--- src/sv/agi_pkg.sv ---
`timescale 1ns / 1ps
// agi_pkg: shared widths, beat types, controller states and the
// command/status structs of the adjacent pair gcd inserter; no dependencies

package agi_pkg;

    localparam int DATA_WIDTH  = 32;
    localparam int OPND_WIDTH  = DATA_WIDTH - 1;
    localparam int SHIFT_WIDTH = $clog2(DATA_WIDTH);

    typedef struct packed {
        logic signed [DATA_WIDTH-1:0] value;
        logic                         start_of_list;
    } item_beat_t;

    typedef struct packed {
        logic signed [DATA_WIDTH-1:0] result_value;
        logic                         is_gcd;
        logic                         last_of_item;
    } result_beat_t;

    typedef enum logic [1:0] {
        ST_IDLE,
        ST_RUN,
        ST_EMIT_GCD,
        ST_EMIT_VAL
    } state_t;

    // commands from controller to datapath
    typedef struct packed {
        logic take;
        logic step;
        logic emit_gcd;
        logic emit_val;
    } agi_ctl_t;

    // status from datapath to controller
    typedef struct packed {
        logic pair;
        logic done;
        logic slot_free;
    } agi_status_t;

endpackage

--- src/sv/agi_ctrl.sv ---
`timescale 1ns / 1ps
// agi_ctrl: sequencing state machine of the gcd inserter
// depends on agi_pkg for the state enum and command/status structs

module agi_ctrl (
    input  logic                 clk,
    input  logic                 rst_n,
    input  logic                 item_valid,
    output logic                 item_stall,
    input  agi_pkg::agi_status_t status,
    output agi_pkg::agi_ctl_t    ctl
);
    import agi_pkg::*;

    state_t state_reg;
    state_t state_next;

    always_ff @(posedge clk or negedge rst_n)
    begin
        if (!rst_n)
        begin
            state_reg <= ST_IDLE;
        end
        else
        begin
            state_reg <= state_next;
        end
    end

    always_comb
    begin
        state_next = state_reg;
        case (state_reg)
            ST_IDLE:
            begin
                if (item_valid)
                begin
                    state_next = status.pair ? ST_RUN : ST_EMIT_VAL;
                end
            end
            ST_RUN:
            begin
                if (status.done)
                begin
                    state_next = ST_EMIT_GCD;
                end
            end
            ST_EMIT_GCD:
            begin
                if (status.slot_free)
                begin
                    state_next = ST_EMIT_VAL;
                end
            end
            ST_EMIT_VAL:
            begin
                if (status.slot_free)
                begin
                    state_next = ST_IDLE;
                end
            end
            default:
            begin
                state_next = ST_IDLE;
            end
        endcase
    end

    always_comb
    begin
        item_stall   = 1'b1;
        ctl          = '0;
        case (state_reg)
            ST_IDLE:
            begin
                item_stall = 1'b0;
                ctl.take   = item_valid;
            end
            ST_RUN:
            begin
                ctl.step = !status.done;
            end
            ST_EMIT_GCD:
            begin
                ctl.emit_gcd = status.slot_free;
            end
            ST_EMIT_VAL:
            begin
                ctl.emit_val = status.slot_free;
            end
            default:
            begin
                item_stall = 1'b1;
            end
        endcase
    end

endmodule

--- src/sv/agi_datapath.sv ---
`timescale 1ns / 1ps
// agi_datapath: previous-value store, binary gcd unit and output register
// depends on agi_pkg for widths, beat types and command/status structs

module agi_datapath (
    input  logic                  clk,
    input  logic                  rst_n,
    input  agi_pkg::item_beat_t   item,
    input  agi_pkg::agi_ctl_t     ctl,
    output agi_pkg::agi_status_t  status,
    output logic                  result_valid,
    input  logic                  result_stall,
    output agi_pkg::result_beat_t result
);
    import agi_pkg::*;

    logic [DATA_WIDTH-1:0]  prev_reg;
    logic                   have_prev_reg;
    logic [DATA_WIDTH-1:0]  cur_reg;
    logic [OPND_WIDTH-1:0]  a_reg;
    logic [OPND_WIDTH-1:0]  a_next;
    logic [OPND_WIDTH-1:0]  b_reg;
    logic [OPND_WIDTH-1:0]  b_next;
    logic [SHIFT_WIDTH-1:0] k_reg;
    logic [SHIFT_WIDTH-1:0] k_next;
    result_beat_t           out_reg;
    result_beat_t           out_next;
    logic                   out_valid_reg;
    logic                   out_valid_next;

    logic                   prev_pos;
    logic                   cur_pos;
    logic [DATA_WIDTH-1:0]  gcd_value;

    assign prev_pos = (prev_reg != '0) && !prev_reg[DATA_WIDTH-1];
    assign cur_pos  = (item.value != '0) && !item.value[DATA_WIDTH-1];

    assign status.pair      = !item.start_of_list && have_prev_reg;
    assign status.done      = (a_reg == '0) || (b_reg == '0);
    assign status.slot_free = !out_valid_reg || !result_stall;

    // common power of two restored at the end
    assign gcd_value = {1'b0, a_reg | b_reg} << k_reg;

    always_comb
    begin
        a_next = a_reg;
        b_next = b_reg;
        k_next = k_reg;
        if (ctl.take)
        begin
            // non-positive operand: a=1, b=0 finishes at once with gcd 1
            if (prev_pos && cur_pos)
            begin
                a_next = prev_reg[OPND_WIDTH-1:0];
                b_next = item.value[OPND_WIDTH-1:0];
            end
            else
            begin
                a_next = OPND_WIDTH'(1);
                b_next = '0;
            end
            k_next = '0;
        end
        else if (ctl.step)
        begin
            if (!a_reg[0] && !b_reg[0])
            begin
                a_next = a_reg >> 1;
                b_next = b_reg >> 1;
                k_next = k_reg + SHIFT_WIDTH'(1);
            end
            else if (!a_reg[0])
            begin
                a_next = a_reg >> 1;
            end
            else if (!b_reg[0])
            begin
                b_next = b_reg >> 1;
            end
            else if (a_reg >= b_reg)
            begin
                a_next = (a_reg - b_reg) >> 1;
            end
            else
            begin
                b_next = (b_reg - a_reg) >> 1;
            end
        end
    end

    always_comb
    begin
        out_next       = out_reg;
        out_valid_next = out_valid_reg && result_stall;
        if (ctl.emit_gcd)
        begin
            out_next.result_value = gcd_value;
            out_next.is_gcd       = 1'b1;
            out_next.last_of_item = 1'b0;
            out_valid_next        = 1'b1;
        end
        else if (ctl.emit_val)
        begin
            out_next.result_value = cur_reg;
            out_next.is_gcd       = 1'b0;
            out_next.last_of_item = 1'b1;
            out_valid_next        = 1'b1;
        end
    end

    always_ff @(posedge clk or negedge rst_n)
    begin
        if (!rst_n)
        begin
            prev_reg      <= '0;
            have_prev_reg <= 1'b0;
            out_valid_reg <= 1'b0;
        end
        else
        begin
            out_valid_reg <= out_valid_next;
            if (ctl.take)
            begin
                prev_reg      <= item.value;
                have_prev_reg <= 1'b1;
            end
        end
    end

    always_ff @(posedge clk)
    begin
        a_reg   <= a_next;
        b_reg   <= b_next;
        k_reg   <= k_next;
        out_reg <= out_next;
        if (ctl.take)
        begin
            cur_reg <= item.value;
        end
    end

    assign result_valid = out_valid_reg;
    assign result       = out_reg;

endmodule

--- src/sv/adjacent_pair_gcd_inserter.sv ---
`timescale 1ns / 1ps
// adjacent_pair_gcd_inserter: top level joining controller and datapath
// depends on agi_pkg, agi_ctrl and agi_datapath

// One item is worked at a time. An unpaired item (first of a list, or the first
// after reset) is accepted, then loaded into the output register, and gives one
// beat. A paired item gives a gcd beat and then the value beat; its time is set
// by the binary gcd loop, one shift-or-subtract step per cycle, up to about
// 2*(DATA_WIDTH-1) steps (about 62 for 32-bit values), before the two beats are
// loaded into the output register in turn. When either operand is zero or
// negative the loop finishes at once. The output register lets the next item be
// accepted while the last beat still waits.

module adjacent_pair_gcd_inserter (
    input  logic                  clk,
    input  logic                  rst_n,
    input  logic                  item_valid,
    output logic                  item_stall,
    input  agi_pkg::item_beat_t   item,
    output logic                  result_valid,
    input  logic                  result_stall,
    output agi_pkg::result_beat_t result
);
    import agi_pkg::*;

    agi_ctl_t    ctl;
    agi_status_t status;

    agi_ctrl u_ctrl (
        .clk        (clk),
        .rst_n      (rst_n),
        .item_valid (item_valid),
        .item_stall (item_stall),
        .status     (status),
        .ctl        (ctl)
    );

    agi_datapath u_datapath (
        .clk          (clk),
        .rst_n        (rst_n),
        .item         (item),
        .ctl          (ctl),
        .status       (status),
        .result_valid (result_valid),
        .result_stall (result_stall),
        .result       (result)
    );

`ifndef SYNTH
    // a gcd beat is never the last of its item, a value beat always is
    assert property (@(posedge clk) disable iff (!rst_n)
        result_valid |-> (result.is_gcd != result.last_of_item))
        else $error("is_gcd and last_of_item disagree");

    // one item at a time: an accepted item blocks the next cycle
    assert property (@(posedge clk) disable iff (!rst_n)
        (item_valid && !item_stall) |=> item_stall)
        else $error("item accepted while another is in work");

    // the inserted gcd is always positive
    assert property (@(posedge clk) disable iff (!rst_n)
        (result_valid && result.is_gcd) |->
            (!result.result_value[DATA_WIDTH-1] && result.result_value != '0))
        else $error("inserted gcd not positive");

    // the gcd unit only steps while it has not finished
    assert property (@(posedge clk) disable iff (!rst_n)
        ctl.step |-> !status.done)
        else $error("gcd step after completion");
`endif

endmodule

--- config.mk ---
export PLATFORM = sky130hd
export DESIGN_NAME = adjacent_pair_gcd_inserter
export DESIGN_NICKNAME = d
export VERILOG_FILES = /design/src/sv/agi_pkg.sv /design/src/sv/agi_ctrl.sv /design/src/sv/agi_datapath.sv /design/src/sv/adjacent_pair_gcd_inserter.sv
export SDC_FILE = /design/constraint.sdc
export NUM_CORES = 1
export LEC_CHECK = 0
export BUFFER_PORTS_ARGS = -buffer_cell sky130_fd_sc_hd__buf_2
export CAP_MARGIN = 20
export CORE_UTILIZATION = 45
export DETAILED_ROUTE_END_ITERATION = 8
export GPL_TIMING_DRIVEN = 0
export HOLD_SLACK_MARGIN = 0.03
export PLACE_DENSITY = 0.61
export SLEW_MARGIN = 20
export SYNTH_ARGS = -nofsm -noshare
export SYNTH_HDL_FRONTEND = slang
export SYNTH_SLANG_ARGS = --single-unit
export TNS_END_PERCENT = 1
--- constraint.sdc ---
create_clock -name clk -period 8 [get_ports clk]
set_input_delay 1.6 -clock clk [delete_from_list [all_inputs] [get_ports clk]]
set_output_delay 1.6 -clock clk [all_outputs]
set_load 0.005 [all_outputs]
==> flow_summary_export.csv <==
group,metric,value,unit
status,status,"complete, no violations",
synthesis,ys_types,75,
timing,max_slew_margin,0.359,
timing,fin_setup_tns,0,ps
floorplanning,fp.dieW,168,um
floorplanning,die_h,168,um
placement,dp_hpwl,39400,um
synthesis,synth.avg_cell_area,9.13,um^2
synthesis,yosys-top-cells-area,"edfxtp_1 30%, ha_1 9.9%, dfrtp_1 7.2%, nand2_1 5.4%, a21oi_1 4.2%",
cts,cts_buffers,17,
timing,setup_violations,0,
worst_setup_path,worst-path-max-fanout,10,
timing,skew,16.1,ps
grt,grt_pass1_vias,10990,
worst_setup_path,path_class,"primary input to flip-flop",
worst_setup_path,cp_cell_sequence,"buf_2 -> nor4_1 -> nand4_1 -> nor2_1 -> nor4_2 -> and2_1 -> clkbuf_1 -> clkbuf_1 -> a22oi_1 -> o21ai_0",
timing,fin_hold_ws,480,ps
drt,drtIter0Drc,1141,
worst_setup_path,arrival,4490,ps
cts,insertion_delay,450,ps
synthesis,seq_area_frac_synth,0.387,
timing,fin_crit_sh,0.529,
min_path,hold_path.class,"flip-flop to flip-flop",
floorplanning,rows,60,
synthesis,synth_warnings,0,
timing,max_freq,236,MHz
finish,fin_util,0.516,
worst_setup_path,crit_path_end_kind,"flip-flop",
grt,gr-total-overflow,0,
synthesis,synthCells,1365,
synthesis,synth_area,12500,um^2
drt,wl_per_cell,27.2,um
drt,drc_errors,0,
cts,cts_hold_buf,0,
finish,area_delta_synth_final,11.9,%
floorplanning,ios,73,
cts,cts_tree,"done",
cts,clkSlewWorstSetupHoldPaths,90,ps
worst_setup_path,start_kind,"primary input",
timing,min_period,4230,ps
grt,antenna_found_initial,4,
timing,fin_ws,3770,ps
worst_setup_path,crit_family,"simple AND/OR/NAND/NOR gates",
cts,cts_max_level,4,
floorplanning,core,27000,um^2
placement,gp_congestion,0.970,
worst_setup_path,ff2ff_setup_slack,3860,ps
worst_setup_path,critPathMaxStageDelay,780,ps
placement,place_ws,3430,ps
cts,ctsResizeCount,0,
drt,viasPerCell,6.25,
finish,largest_reg_flops,34,
timing,report.final.hold_viol_count,0,
worst_setup_path,cpMostUsedCell,"clkbuf_1",
worst_setup_path,cp_data_required_time,8260,ps
cts,clock_tree.root_cell,"clkbuf_16",
cts,clockBufferDepth,2,
drt,vias,11350,
synthesis,synth_common_cells,"179 x nand2_1, 126 x edfxtp_1, 104 x a21oi_1, 101 x inv_1, 99 x ha_1",
placement,place.port_buffers,72,
synthesis,synth_top_area_frac,0.304,
finish,drive_gt1_frac,0.110,
synthesis,synthArstFlopShare,0.213,
cts,post_cts_buffers,0,
drt,dr.pass1.iters,6,
cts,cts.sinks,169,
floorplanning,start_util,0.461,
drt,ant_nets,0,
drt,wl,49400,um
grt,grt_pass1_wl,71900,um
finish,nets,1597,
synthesis,synth_edf_count,126,
grt,grt_start_max_net_pins,37,
grt,grt_usage,0.353,
run,maxCapViolCount,0,
synthesis,ys_seq_elements,169,
timing,slew_viol_final,0,
timing,rsz0062_at_grt,"no",
floorplanning,die-area,28400,um^2
worst_setup_path,cp_num_buf_inv,3,
synthesis,yosysMostFrequentCell,"nand2_1",
synthesis,synth.largest_area_cell,"edfxtp_1",
synthesis,synth_flop_cell,"edfxtp_1",
worst_setup_path,slowest_stage,"nor4_2",
timing,worstMarginPinSlew,955,ps
synthesis,synth_nets,1503,
[final timing paths]
kind | startpoint | end | cells after the start
worst max-delay path | item[10] | u_datapath.b_reg[19] | 10
worst min-delay path | u_datapath.result[1] | u_datapath.result[1] | 1
worst max register to register | u_datapath.a_reg[15] | u_datapath.a_reg[28] | 12
worst min register to register | u_datapath.result[1] | u_datapath.result[1] | 1
max in group asynchronous | rst_n | u_datapath.prev_reg[11] | 1
min in group asynchronous | rst_n | u_datapath.result_valid | 1
[cells by family after synthesis]
kind of cell             Yosys count  synth area share
adder cells (fa/ha/maj)          101             0.103
AO/OA/AOI/OAI                    387             0.197
AND/OR/NAND/NOR                  426             0.161
XOR/XNOR                          61            0.0429
flip-flops                       169             0.387
buffers and inverters            181            0.0569
multiplexers                      40            0.0525
[layout by cell type (no fill, tap or decap), drive strengths merged, types with 27 or more instances in the layout]
| cell | netlist | routed |
|---|---|---|
| a21oi | 105 | 105 |
| a22oi | 53 | 53 |
| buf | 15 | 90 |
| clkbuf | 63 | 80 |
| dfrtp | 36 | 36 |
| edfxtp | 126 | 126 |
| ha | 99 | 99 |
| inv | 102 | 111 |
| nand2 | 180 | 180 |
| nor2 | 85 | 85 |
| nor3 | 27 | 27 |
| nor4 | 44 | 44 |
| o21ai | 105 | 105 |
| xnor2 | 58 | 58 |
[layer usage]
layer | up-vias | part of all wire | track usage | wire (um)
met5 | - | 0.00026 | 0.0278 | 13
met4 | 2 | 0.078 | 0.243 | 3840
met3 | 137 | 0.069 | 0.0656 | 3400
met2 | 546 | 0.46 | 0.564 | 22500
met1 | 5497 | 0.40 | 0.431 | 19700
li1 | 5168 | - | - | -
[area by class of cell]
| type | count | area, um^2 |
|---|---|---|
| antenna | 2 | 5.00 |
| buffer | 78 | 324 |
| clock buffer | 17 | 425 |
| clock inverter | 15 | 173 |
| fill | 2598 | 13100 |
| inverter | 103 | 387 |
| multi-input combinational | 1015 | 6940 |
| sequential | 169 | 4820 |
| tap | 341 | 427 |
| timing repair buffer | 75 | 435 |
[through the flow]
stage	cell area, um^2	instances
2_1_floorplan	12500	1365
3_3_place_gp	13200	1778
3_5_place_dp	13300	1781
4_1_cts	13900	1813
5_1_grt	13900	1815
6_report	13900	1815
Power is left out: the tool's default activity adds up to more than one toggle a clock period on the data nets, which glitch-free logic cannot reach.
